File: config.mk
export PLATFORM = sky130hd
export DESIGN_NAME = bitmap_pixel_row_packer_unit
export DESIGN_NICKNAME = d
export VERILOG_FILES = /design/src/rtl/bppr_pkg.sv /design/src/rtl/bitmap_pixel_row_packer_unit.sv /design/src/rtl/bppr_fifo.sv /design/src/rtl/bppr_front.sv /design/src/rtl/bppr_back.sv
export SDC_FILE = /design/constraint.sdc
export NUM_CORES = 1
export LEC_CHECK = 0
export ABC_AREA = 1
export BUFFER_PORTS_ARGS = -buffer_cell sky130_fd_sc_hd__buf_2
export CORE_MARGIN = 2
export CORE_UTILIZATION = 30
export DETAILED_ROUTE_END_ITERATION = 8
export HOLD_SLACK_MARGIN = 0.06
export PLACE_DENSITY_LB_ADDON = 0.3
export REMOVE_ABC_BUFFERS = 1
export SLEW_MARGIN = 40
export SYNTH_ARGS = -nofsm -noshare
export SYNTH_HDL_FRONTEND = slang
export SYNTH_HIERARCHICAL = 1
export SYNTH_SLANG_ARGS = --single-unit
File: constraint.sdc
create_clock -name clk -period 10.45 [get_ports clk]
set_input_delay 1.045 -clock clk [delete_from_list [all_inputs] [get_ports clk]]
set_output_delay 1.045 -clock clk [all_outputs]
set_load 0.01 [all_outputs]
File: src/rtl/bppr_pkg.sv
`default_nettype none

package bppr_pkg;

  // Configuration register indexes
  localparam logic CFG_IMAGE_WIDTH  = 1'b0;
  localparam logic CFG_PIXEL_FORMAT = 1'b1;

  localparam int CfgIndexW = 1;
  localparam int CfgDataW  = 13;

  // Pixel formats
  localparam logic FMT_RGB24  = 1'b0;
  localparam logic FMT_RGBA32 = 1'b1;

  localparam logic [7:0] ALPHA_OPAQUE = 8'd255;

  // One classified pixel, handed from the front end to the byte sequencer
  typedef struct packed {
    logic [7:0] red;
    logic [7:0] green;
    logic [7:0] blue;
    logic [7:0] alpha;
    logic       fmt;
    logic [1:0] pad;
  } pix_cmd_t;

  // One result byte
  typedef struct packed {
    logic [7:0] data_byte;
    logic       run_last;
  } out_byte_t;

endpackage

`default_nettype wire

File: src/rtl/bitmap_pixel_row_packer_unit.sv
`default_nettype none

// Bitmap pixel row packer. Push one RGBA pixel per transfer, bottom row first
// and left to right; pop the pixel data stream one byte per transfer. In 24-bit
// mode (pixel_format 0) each pixel gives red, green, blue composited over white,
// floor(c*a/255)+255-a, or c unchanged when alpha is 255; in 32-bit mode it
// gives red, green, blue, alpha unchanged. The last pixel of a row (found by a
// column counter against image_width, clamped to 1..MAX_WIDTH) is followed in
// 24-bit mode by clamped-width mod 4 zero bytes. run_last marks the final byte
// caused by each pixel. The output drains one byte per clock while the output
// buffer has room; pixels are taken back to back while a two-entry command
// queue has room. A pushed pixel passes the command queue, the back-end pixel
// register and the output buffer before its first byte appears. Write the
// configuration only while the unit is drained.
module bitmap_pixel_row_packer_unit
  import bppr_pkg::*;
#(
  parameter int MAX_WIDTH = 4096
) (
  input  wire logic                 clk,
  input  wire logic                 rst_n,
  // configuration
  input  wire logic                 cfg_we,
  input  wire logic [CfgIndexW-1:0] cfg_index,
  input  wire logic [CfgDataW-1:0]  cfg_data,
  // pixel input
  input  wire logic                 in_push,
  output logic                      in_full,
  input  wire logic [7:0]           in_red,
  input  wire logic [7:0]           in_green,
  input  wire logic [7:0]           in_blue,
  input  wire logic [7:0]           in_alpha,
  // byte output
  output logic                      out_empty,
  input  wire logic                 out_pop,
  output logic [7:0]                out_data_byte,
  output logic                      out_run_last
);

  pix_cmd_t  front_cmd;
  pix_cmd_t  cmd_dout;
  logic      cmd_empty;
  logic      cmd_pop;
  logic      in_accept;
  logic      obuf_full;
  logic      obuf_push;
  out_byte_t obuf_din;
  out_byte_t obuf_dout;

  // A pixel transfer completes whenever the command queue has room
  assign in_accept = in_push && !in_full;

  // Front end: configuration registers, column counter, pad classification
  bppr_front #(
    .MAX_WIDTH(MAX_WIDTH)
  ) u_front (
    .clk       (clk),
    .rst_n     (rst_n),
    .cfg_we    (cfg_we),
    .cfg_index (cfg_index),
    .cfg_data  (cfg_data),
    .accept    (in_accept),
    .red       (in_red),
    .green     (in_green),
    .blue      (in_blue),
    .alpha     (in_alpha),
    .cmd       (front_cmd)
  );

  // Decouple the classifier from the byte sequencer
  bppr_fifo #(
    .W($bits(pix_cmd_t))
  ) u_cmd_q (
    .clk   (clk),
    .rst_n (rst_n),
    .push  (in_push),
    .din   (front_cmd),
    .full  (in_full),
    .pop   (cmd_pop),
    .dout  (cmd_dout),
    .empty (cmd_empty)
  );

  // Back end: emit one byte per cycle while the output buffer has room, blending in 24-bit mode
  bppr_back u_back (
    .clk       (clk),
    .rst_n     (rst_n),
    .cmd_dout  (cmd_dout),
    .cmd_empty (cmd_empty),
    .cmd_pop   (cmd_pop),
    .out_full  (obuf_full),
    .out_push  (obuf_push),
    .out_din   (obuf_din)
  );

  // Output buffer: hold finished bytes while the consumer stalls
  bppr_fifo #(
    .W($bits(out_byte_t))
  ) u_out_q (
    .clk   (clk),
    .rst_n (rst_n),
    .push  (obuf_push),
    .din   (obuf_din),
    .full  (obuf_full),
    .pop   (out_pop),
    .dout  (obuf_dout),
    .empty (out_empty)
  );

  assign out_data_byte = obuf_dout.data_byte;
  assign out_run_last  = obuf_dout.run_last;

endmodule

`default_nettype wire

File: src/rtl/bppr_fifo.sv
`default_nettype none

module bppr_fifo #(
  parameter int W = 8
) (
  input  wire logic         clk,
  input  wire logic         rst_n,
  input  wire logic         push,
  input  wire logic [W-1:0] din,
  output logic              full,
  input  wire logic         pop,
  output logic [W-1:0]      dout,
  output logic              empty
);

  logic [W-1:0] mem_r [2];
  logic         wr_ptr_r, wr_ptr_nxt;
  logic         rd_ptr_r, rd_ptr_nxt;
  logic [1:0]   count_r, count_nxt;
  logic         do_push, do_pop;

  assign full    = (count_r == 2'd2);
  assign empty   = (count_r == 2'd0);
  assign dout    = mem_r[rd_ptr_r];
  assign do_push = push && !full;
  assign do_pop  = pop && !empty;

  always_comb begin
    wr_ptr_nxt = do_push ? ~wr_ptr_r : wr_ptr_r;
    rd_ptr_nxt = do_pop ? ~rd_ptr_r : rd_ptr_r;
    count_nxt  = count_r + {1'b0, do_push} - {1'b0, do_pop};
  end

  always_ff @(posedge clk) begin
    if (!rst_n) begin
      wr_ptr_r <= 1'b0;
      rd_ptr_r <= 1'b0;
      count_r  <= 2'd0;
    end else begin
      wr_ptr_r <= wr_ptr_nxt;
      rd_ptr_r <= rd_ptr_nxt;
      count_r  <= count_nxt;
    end
  end

  always_ff @(posedge clk) begin
    if (do_push) begin
      mem_r[wr_ptr_r] <= din;
    end
  end

  a_count_bound: assert property (@(posedge clk) disable iff (!rst_n)
    count_r != 2'd3)
    else $error("fifo count out of range");

  a_push_fills: assert property (@(posedge clk) disable iff (!rst_n)
    (do_push && !do_pop) |=> !empty)
    else $error("fifo empty after a lone push");

endmodule

`default_nettype wire

File: src/rtl/bppr_front.sv
`default_nettype none

module bppr_front
  import bppr_pkg::*;
#(
  parameter int MAX_WIDTH = 4096
) (
  input  wire logic                 clk,
  input  wire logic                 rst_n,
  input  wire logic                 cfg_we,
  input  wire logic [CfgIndexW-1:0] cfg_index,
  input  wire logic [CfgDataW-1:0]  cfg_data,
  input  wire logic                 accept,
  input  wire logic [7:0]           red,
  input  wire logic [7:0]           green,
  input  wire logic [7:0]           blue,
  input  wire logic [7:0]           alpha,
  output pix_cmd_t                  cmd
);

  localparam int WW = ($clog2(MAX_WIDTH + 1) > CfgDataW) ? $clog2(MAX_WIDTH + 1) : CfgDataW;
  localparam int CW = (MAX_WIDTH > 1) ? $clog2(MAX_WIDTH) : 1;

  logic [CfgDataW-1:0] image_width_r;
  logic                pixel_format_r;
  logic [CW-1:0]       col_r, col_nxt;
  logic [WW-1:0]       width_ext;
  logic [WW-1:0]       eff_width;
  logic [WW-1:0]       col_plus;
  logic                row_end;

  // Clamp the programmed width into 1..MAX_WIDTH
  always_comb begin
    width_ext = WW'(image_width_r);
    priority if (width_ext == '0) begin
      eff_width = WW'(1);
    end else if (width_ext > WW'(MAX_WIDTH)) begin
      eff_width = WW'(MAX_WIDTH);
    end else begin
      eff_width = width_ext;
    end
  end

  assign col_plus = WW'(col_r) + WW'(1);
  assign row_end  = (col_plus >= eff_width);
  assign col_nxt  = row_end ? '0 : CW'(col_plus);

  always_comb begin
    cmd.red   = red;
    cmd.green = green;
    cmd.blue  = blue;
    cmd.alpha = alpha;
    cmd.fmt   = pixel_format_r;
    cmd.pad   = (row_end && pixel_format_r == FMT_RGB24) ? eff_width[1:0] : 2'd0;
  end

  always_ff @(posedge clk) begin
    if (!rst_n) begin
      image_width_r  <= CfgDataW'(1);
      pixel_format_r <= FMT_RGB24;
      col_r          <= '0;
    end else begin
      if (cfg_we) begin
        unique case (cfg_index)
          CFG_IMAGE_WIDTH:  image_width_r  <= cfg_data;
          CFG_PIXEL_FORMAT: pixel_format_r <= cfg_data[0];
        endcase
      end
      if (accept) begin
        col_r <= col_nxt;
      end
    end
  end

  a_col_bound: assert property (@(posedge clk) disable iff (!rst_n)
    WW'(col_r) < WW'(MAX_WIDTH))
    else $error("column counter beyond maximum width");

endmodule

`default_nettype wire

File: src/rtl/bppr_back.sv
`default_nettype none

module bppr_back
  import bppr_pkg::*;
(
  input  wire logic     clk,
  input  wire logic     rst_n,
  input  wire pix_cmd_t cmd_dout,
  input  wire logic     cmd_empty,
  output logic          cmd_pop,
  input  wire logic     out_full,
  output logic          out_push,
  output out_byte_t     out_din
);

  pix_cmd_t    cur_r;
  logic        busy_r;
  logic [2:0]  idx_r;
  logic [2:0]  n_bytes;
  logic        last;
  logic        emit;
  logic        load;
  logic [7:0]  comp;
  logic [15:0] prod;
  logic [16:0] quot_sum;
  logic [7:0]  blended;
  logic [7:0]  byte_val;

  assign n_bytes = (cur_r.fmt == FMT_RGBA32) ? 3'd4 : (3'd3 + {1'b0, cur_r.pad});
  assign last    = (idx_r == n_bytes - 3'd1);
  assign emit    = busy_r && !out_full;
  assign load    = (!busy_r || (emit && last)) && !cmd_empty;
  assign cmd_pop = load;

  always_comb begin
    unique case (idx_r)
      3'd0:    comp = cur_r.red;
      3'd1:    comp = cur_r.green;
      3'd2:    comp = cur_r.blue;
      default: comp = 8'd0;
    endcase
  end

  // floor(c*a/255) by multiply-add-shift, exact for the products that reach it (a below 255)
  assign prod     = comp * cur_r.alpha;
  assign quot_sum = 17'(prod) + 17'(prod >> 8) + 17'd1;
  assign blended  = (cur_r.alpha == ALPHA_OPAQUE) ? comp : (quot_sum[15:8] + ~cur_r.alpha);

  always_comb begin
    if (cur_r.fmt == FMT_RGBA32) begin
      byte_val = (idx_r == 3'd3) ? cur_r.alpha : comp;
    end else begin
      byte_val = (idx_r < 3'd3) ? blended : 8'd0;
    end
  end

  assign out_push          = emit;
  assign out_din.data_byte = byte_val;
  assign out_din.run_last  = last;

  always_ff @(posedge clk) begin
    if (!rst_n) begin
      busy_r <= 1'b0;
      idx_r  <= 3'd0;
    end else begin
      priority if (load) begin
        busy_r <= 1'b1;
        idx_r  <= 3'd0;
      end else if (emit && last) begin
        busy_r <= 1'b0;
        idx_r  <= 3'd0;
      end else if (emit) begin
        idx_r  <= idx_r + 3'd1;
      end
    end
  end

  always_ff @(posedge clk) begin
    if (load) begin
      cur_r <= cmd_dout;
    end
  end

  a_idx_bound: assert property (@(posedge clk) disable iff (!rst_n)
    busy_r |-> (idx_r < n_bytes))
    else $error("byte index past end of pixel");

  a_idle_idx: assert property (@(posedge clk) disable iff (!rst_n)
    !busy_r |-> (idx_r == 3'd0))
    else $error("byte index not cleared while idle");

endmodule

`default_nettype wire
==> metrics, run 1 <==
kind of critical path flop to flop; largest net degree at the start of global routing 39; Post-synth EDFFs 123; final worst-path cycle share 79.70%; placer congestion estimate 0.8646; Starting Density 30.37%; TritonCTS clock tree built; setup TNS 0 ns; synth unique cells 51; total track usage 12.19%; HP Class flop to flop; Max Slew Vio Count 0; number of global-route vias before repair 7516; CP peak stage delay 0.54 ns; MaxCap Viol Count 0; Post-CTS Setup Bufs 0; Final Routed Wirelength 22610 microns; synthesized area 0.01109 sq mm; Slew @ Worst Pin 0.7718 ns; cts repair resizes 0; vias 7578; post-DP HPWL 17350 microns; asr flop ratio synth 0%; Worst Path Required 10.60 ns; die height 196.3 microns; DR WL/cell 13.18 microns; outcome finished clean; Final Critical Period 8.328 ns; CTS buffer count 17; full die area 0.03853 sq mm; cts hold-fix bufs 0; initial antenna violation count 0; hold path start u_front/pixel_format_r$_SDFFE_PN0P_; clock skew 0.01037 ns; Worst Path Max Fanout 9; Ys Warns 6; top post-synthesis cells by area edfxtp_1, nand2_1, ha_1, inv_1, dfxtp_1; first drt pass iteration count 5; launch point of the critical path u_back/idx_r[0]$_SDFFE_PP0P_; FF-to-FF Start u_back/idx_r[0]$_SDFFE_PP0P_; Site Rows 70; H-tree depth 4; number of remaining DRC errors 0; I/O Buffers 61; Max Buffers Root-to-Sink 2; Non-Filler Instances 1716; register area share after synthesis 40.51%; first-pass GRT wire length 37520 microns; I/O pin cnt 62; Top cell by count, worst path nand2_1; core area 0.03652 sq mm; Arrival @ worst endpoint 8.48 ns; Synth Instances 1207; critical path's slowest cell fa_1; total global routing overflow 0; vias per std cell 4.416; final hold violation count 0; Fmax 120.1 MHz; CP Launch Type flop; Final setup viols 0; Most used DFF post-synth edfxtp_1; fraction of layout cells with a size suffix above 1 18.03%; Root Buffer clkbuf_16; biggest area consumer among synthesized cells edfxtp_1; mean post-synth cell area 9.191 sq um; Die W 196.3 microns; Synth top area share 33.30%; Num Clock Sinks 163; P&R area growth vs syn 10.35%; relative slew slack 48.35%; latest clock arrival within the worst-skew pair 0.43 ns; fill count 3703; R2R Setup Slk 2.12 ns; Clock Pin Slew Worst Setup and Hold Paths 0.07 ns; ANT nets after route 0; Total Nets Final 1396; capturing element type of the critical path flop; First DRT Iteration DRCs 424; Yosys reg bits 163; RSZ-0062 raised after global routing no; dpl cells 1684; # diodes 0
## final timing paths
path	to	cells past startpoint
worst max register to register	u_out_q/mem_r[0][7]$_DFFE_PP_	40
worst min-delay path	u_cmd_q/mem_r[0][2]$_DFFE_PP_	0
worst max-delay path	u_out_q/mem_r[0][7]$_DFFE_PP_	40
worst min register to register	u_cmd_q/mem_r[0][2]$_DFFE_PP_	0
## per-stage QoR
| step | hold WS, ns | setup slack (ns) | cell area, sq um | utilization [%] |
|---|---|---|---|---|
| floorplan | 0.4256 | 3.378 | 10660 | - |
| global placement | 0.4799 | 2.361 | 11600 | 31.75 |
| detailed placement | 0.4865 | 2.197 | 11640 | 31.88 |
| CTS | 0.5032 | 2.164 | 12240 | 33.51 |
| global route | 0.5123 | 1.456 | 12240 | 33.52 |
| finish | 0.4984 | 2.122 | 12240 | 33.52 |
## per-layer routing
| layer | vias up | global-route usage (%) | routed length [microns] |
|---|---|---|---|
| met3 | 22 | 1.925 | 683 |
| met5 | - | 0 | 0 |
| met4 | 0 | 3.507 | 272 |
| li1 | 3898 | - | - |
| met1 | 3535 | 16.34 | 11020 |
| met2 | 123 | 20.30 | 10630 |
## cells in the final DEF, fill, tap and decap left out, types with 8 or more instances in the layout
| master | netlist | final |
|---|---|---|
| nand2_1 | 263 | 263 |
| inv_1 | 216 | 216 |
| edfxtp_1 | 123 | 123 |
| nor2_1 | 77 | 75 |
| ha_1 | 73 | 73 |
| buf_2 | 4 | 61 |
| o21ai_0 | 47 | 47 |
| nand3_1 | 44 | 44 |
| a21oi_1 | 44 | 43 |
| dfxtp_1 | 40 | 39 |
| mux2_4 | 39 | 39 |
| fa_1 | 37 | 37 |
| nand2_2 | 19 | 19 |
| nand3_2 | 18 | 18 |
| clkbuf_16 | 0 | 17 |
| nand4_1 | 13 | 13 |
| xor2_1 | 12 | 12 |
| xnor2_1 | 9 | 9 |
| a21oi_2 | 9 | 9 |
| nor2_2 | 8 | 8 |
## synthesized netlist by cell type, types with 4 or more instances
master / number
nand2_1: 263
inv_1: 216
edfxtp_1: 123
nor2_1: 77
ha_1: 73
o21ai_0: 47
a21oi_1: 44
nand3_1: 44
dfxtp_1: 40
mux2_4: 39
fa_1: 37
buf_4: 34
nand2_2: 19
nand3_2: 18
nand4_1: 13
clkbuf_1: 12
xor2_1: 12
a21oi_2: 9
xnor2_1: 9
nor2_2: 8
inv_2: 6
o21ai_1: 6
mux2_2: 5
or2_2: 5
buf_2: 4
nand3b_1: 4
## final cells by class
type / instances / area (sq um) / area share, %
sequential: 163 / 4496 / 36.72
inverter: 226 / 849.6 / 6.940
clock inverter: 15 / 168.9 / 1.380
tap: 468 / 585.6 / 4.783
timing repair buffer: 66 / 370.4 / 3.025
multi-input combinational: 761 / 5346 / 43.67
clock buffer: 17 / 425.4 / 3.475
## critical path: cells and delay by family, from the launching register on
family | cells | cell delay [ns]
compound gates | 6 | 1.22
simple gates | 14 | 1.40
flops | 1 | 0.41
fa+ha+maj | 8 | 3.40
buf+inv | 9 | 1.02
xor+xnor | 3 | 0.60
## cells by family (layout without fill, tap and decap cells)
| family | after synthesis | in the layout | share of synthesized area [%] |
|---|---|---|---|
| adders and majority gates | 110 | 110 | 14.91 |
| AOI/OAI and AO/OA | 116 | 116 | 5.899 |
| and+or+nand+nor | 467 | 467 | 19.32 |
| DFF | 163 | 163 | 40.51 |
| muxes | 45 | 45 | 5.876 |
| buffers and inverters | 283 | 324 | 11.53 |
| xor gates and xnor gates | 23 | 23 | 1.951 |
## state kept, by name, indices dropped and copies added, names as in the netlist, 2 cells and up, named ones only
name / cells
u_back/cur_r: 35
u_back/idx_r: 3
u_cmd_q/count_r: 2
u_cmd_q/mem_r: 70
u_front/col_r: 12
u_front/image_width_r: 13
u_out_q/count_r: 2
u_out_q/mem_r: 18
Power of run 1 is left out: the tool's default activity adds up to more than one toggle a clock period on the data nets, which glitch-free logic cannot reach.
==> inputs of run 2 (changes only) <==
--- a/config.mk
+++ b/config.mk
@@ -5,7 +5,7 @@
 export SDC_FILE = /design/constraint.sdc
 export NUM_CORES = 1
 export LEC_CHECK = 0
-export ABC_AREA = 1
+export ABC_AREA = 0
 export BUFFER_PORTS_ARGS = -buffer_cell sky130_fd_sc_hd__buf_2
 export CORE_MARGIN = 2
 export CORE_UTILIZATION = 30
==> constraint.sdc (replaced) <==
create_clock -name clk -period 7.3 [get_ports clk]
set_input_delay 0.73 -clock clk [delete_from_list [all_inputs] [get_ports clk]]
set_output_delay 0.73 -clock clk [all_outputs]
set_load 0.01 [all_outputs]
==> run 2 against run 1 <==
- the flow now finishes with violations (setup timing)
- synthesized area down 7.1%
- core utilization is 4.8 points higher
- clock skew increased by 0.0058 ns
- wire length rose by 1.0%
- register-to-register slack got worse by 3.1 ns
- first-iteration DRC count shrank 6.8%
- synthesized cell count down 24%
- worst hold slack worse by 0.016 ns
- critical path type unchanged
- global-route usage rose by 1.0 points
- die area is 6.9% lower
- worst setup slack got worse by 3.1 ns
==> metrics, run 2 <==
Max Buffers Root-to-Sink 2 (unchanged); # diodes 0 (unchanged); Total Nets Final 1254 (-10%); post-DP HPWL 17270 microns (-0.47%); number of global-route vias before repair 7365 (-2.0%); full die area 0.03586 sq mm (-6.9%); latest clock arrival within the worst-skew pair 0.43 ns (about the same); final worst slack -0.9407 ns (-3.062 ns); relative slew slack 47.38% (-0.97 points); H-tree depth 4 (unchanged); Num Clock Sinks 163 (unchanged); leading cell type in the layout, fill and taps excluded buf_4; synth cell count leaders edfxtp_1, nand2_1, ha_1, inv_1, a21oi_1; total track usage 13.21% (+1.0 points); RSZ-0062 raised after global routing yes; largest net degree at the start of global routing 44 (+13%); ANT nets after route 0 (unchanged); placer congestion estimate 0.8840 (+2.2%); vias 7158 (-5.5%); Max Slew Vio Count 0 (unchanged); Non-Filler Instances 1554 (-9.4%); register area share after synthesis 43.59% (+3.1 points); CP peak stage delay 0.54 ns (about the same); CTS buffer count 17 (unchanged); I/O Buffers 61 (unchanged); die height 189.4 microns (-3.5%); R2R Setup Slk -0.94 ns (-3.06 ns); Worst Path Max Fanout 5 (-4); first drt pass iteration count 6 (+1); core area 0.03370 sq mm (-7.7%); initial antenna violation count 0 (unchanged); Most used DFF post-synth edfxtp_1; Synth Instances 923 (-24%); Fmax 121.3 MHz (+1.1%); most common cell in the netlist edfxtp_1; Ys Warns 6 (unchanged); failing checks setup timing; clock skew 0.01617 ns (+0.005796 ns); Starting Density 30.59% (+0.22 points); Final setup viols 14 (+14); HP Class input port to flop; Top reg by flops u_cmd_q/mem_r; vias per std cell 4.606 (+4.3%); Clock Pin Slew Worst Setup and Hold Paths 0.06 ns (about the same); total global routing overflow 0 (unchanged); kind of critical path flop to flop; P&R area growth vs syn 25.29%; Synth top area share 35.83% (+2.5 points); Root Buffer clkbuf_16; number of remaining DRC errors 0 (unchanged); design area 0.01292 sq mm (+5.5%); dpl cells 1506 (-11%); first-pass GRT wire length 37430 microns (-0.22%); asr flop ratio synth 0% (unchanged); Final Critical Period 8.241 ns (-0.08752 ns); TritonCTS clock tree built; MaxCap Viol Count 0 (unchanged); Arrival @ worst endpoint 8.53 ns (+0.05 ns); fraction of layout cells with a size suffix above 1 34.54% (+17 points); I/O pin cnt 62 (unchanged); top post-synthesis cells by area edfxtp_1, ha_1, dfxtp_1, fa_1, mux2_4; Post-DP Area 0.01180 sq mm (+1.3%); biggest area consumer among synthesized cells edfxtp_1; Worst Path Required 7.59 ns (-3.01 ns); CP Launch Type flop; synth unique cells 69 (+35%); First DRT Iteration DRCs 395 (-6.8%); critical path's slowest cell fa_1; capturing element type of the critical path flop; final hold violation count 0 (unchanged); Yosys reg bits 163 (unchanged); most frequent cells in the layout buf_4, edfxtp_1, nand2_1, inv_1; Final Routed Wirelength 22840 microns (+1.0%); outcome complete, but fails checks; synthesized area 0.01031 sq mm (-7.1%); Slew @ Worst Pin 0.7863 ns (+0.01450 ns); DR WL/cell 14.70 microns (+12%); mean post-synth cell area 11.17 sq um (+22%); Site Rows 67 (-4.3%); final worst-path cycle share 112.9% (+33 points); Post-synth EDFFs 123 (unchanged); Die W 189.4 microns (-3.5%); largest registers u_cmd_q/mem_r: 70 flops, u_back/cur_r: 35 flops, u_out_q/mem_r: 18 flops; WHS 0.4824 ns (-0.01601 ns); max reg flops 70 (unchanged)
[run 2: cell types whose count changed in the layout (fill, tap and decap cells not counted), sizes merged, moves of 17 or more]
cell	before	now
nor2	88	40
inv	230	76
o21ai	54	20
nand2	284	93
a21boi	0	20
buf	66	209
a21oi	53	70
nand3	62	10
[run 2: stage by stage]
step | worst slack, ns | util [%] | setup TNS (ns)
after floorplan | -1.525 | - | -11.10
after global placement | -1.257 | 34.84 | -10.77
after detailed placement | -1.526 | 35.02 | -13.46
after CTS | -1.171 | 37.76 | -6.653
after global routing | -1.304 | 38.33 | -10.79
final | -0.9407 | 38.33 | -6.296
[run 2: repair_timing]
| action | 4_1_cts | 5_1_grt |
|---|---|---|
| hold buffers | 0 | 0 |
| endpoints found under the setup margin | 16 | 14 |
| pin swaps | 48 | 49 |
| endpoints found under the hold margin | 0 | 0 |
| gates resized for setup | 60 | 46 |
| buffers inserted | 16 | 4 |
[run 2: area by class of cell]
| class | instances | area (sq um) |
|---|---|---|
| Clock buffer | 18 | 429.2 |
| Clock inverter | 14 | 130.1 |
| Fill cell | 3317 | 20780 |
| Inverter | 80 | 302.8 |
| Multi-Input combinational cell | 622 | 5520 |
| Sequential cell | 163 | 4501 |
| Tap cell | 448 | 560.5 |
| Timing Repair Buffer | 209 | 1474 |
[run 2: critical path: cells and delay by family (launching register included)]
| family | cells | cell delay (ns) |
|---|---|---|
| buf+inv | 9 | 0.71 |
| compound gates | 10 | 1.55 |
| mux | 1 | 0.29 |
| xor+xnor | 2 | 0.46 |
| simple gates | 9 | 1.68 |
| fa+ha+maj | 8 | 3.08 |
| flops | 1 | 0.33 |
[run 2: cells by family (layout without fill, tap and decap cells)]
logic type	after synthesis	in the layout	synth area share [%]
AO/OA/AOI/OAI	181	181	11.63
XOR/XNOR	42	42	3.799
adder cells (fa/ha/maj)	110	110	16.04
buffers and inverters	138	321	6.966
flip-flops	163	163	43.59
multiplexers	50	50	6.505
AND/OR/NAND/NOR	239	239	11.47
[run 2: path summary, 6_finish.rpt]
check | startpoint | end | cells past startpoint
max | u_back/idx_r[1]$_SDFFE_PP0P_ | u_out_q/mem_r[0][8]$_DFFE_PP_ | 39
min | in_blue[3] | u_cmd_q/mem_r[0][14]$_DFFE_PP_ | 1
max reg2reg | u_back/idx_r[1]$_SDFFE_PP0P_ | u_out_q/mem_r[0][8]$_DFFE_PP_ | 39
min reg2reg | u_front/image_width_r[12]$_SDFFE_PN0P_ | u_front/image_width_r[12]$_SDFFE_PN0P_ | 2
[run 2: metal layers]
layer  global-route usage [%]  up-vias  share of wire (%)
met4                    4.502        0                1.8
met5                        0        -                  0
met3                    2.539       29                2.8
met2                    22.80      119                 50
li1                         -     3590                  -
met1                    16.52     3420                 46
Power of run 2 is left out for the same reason.
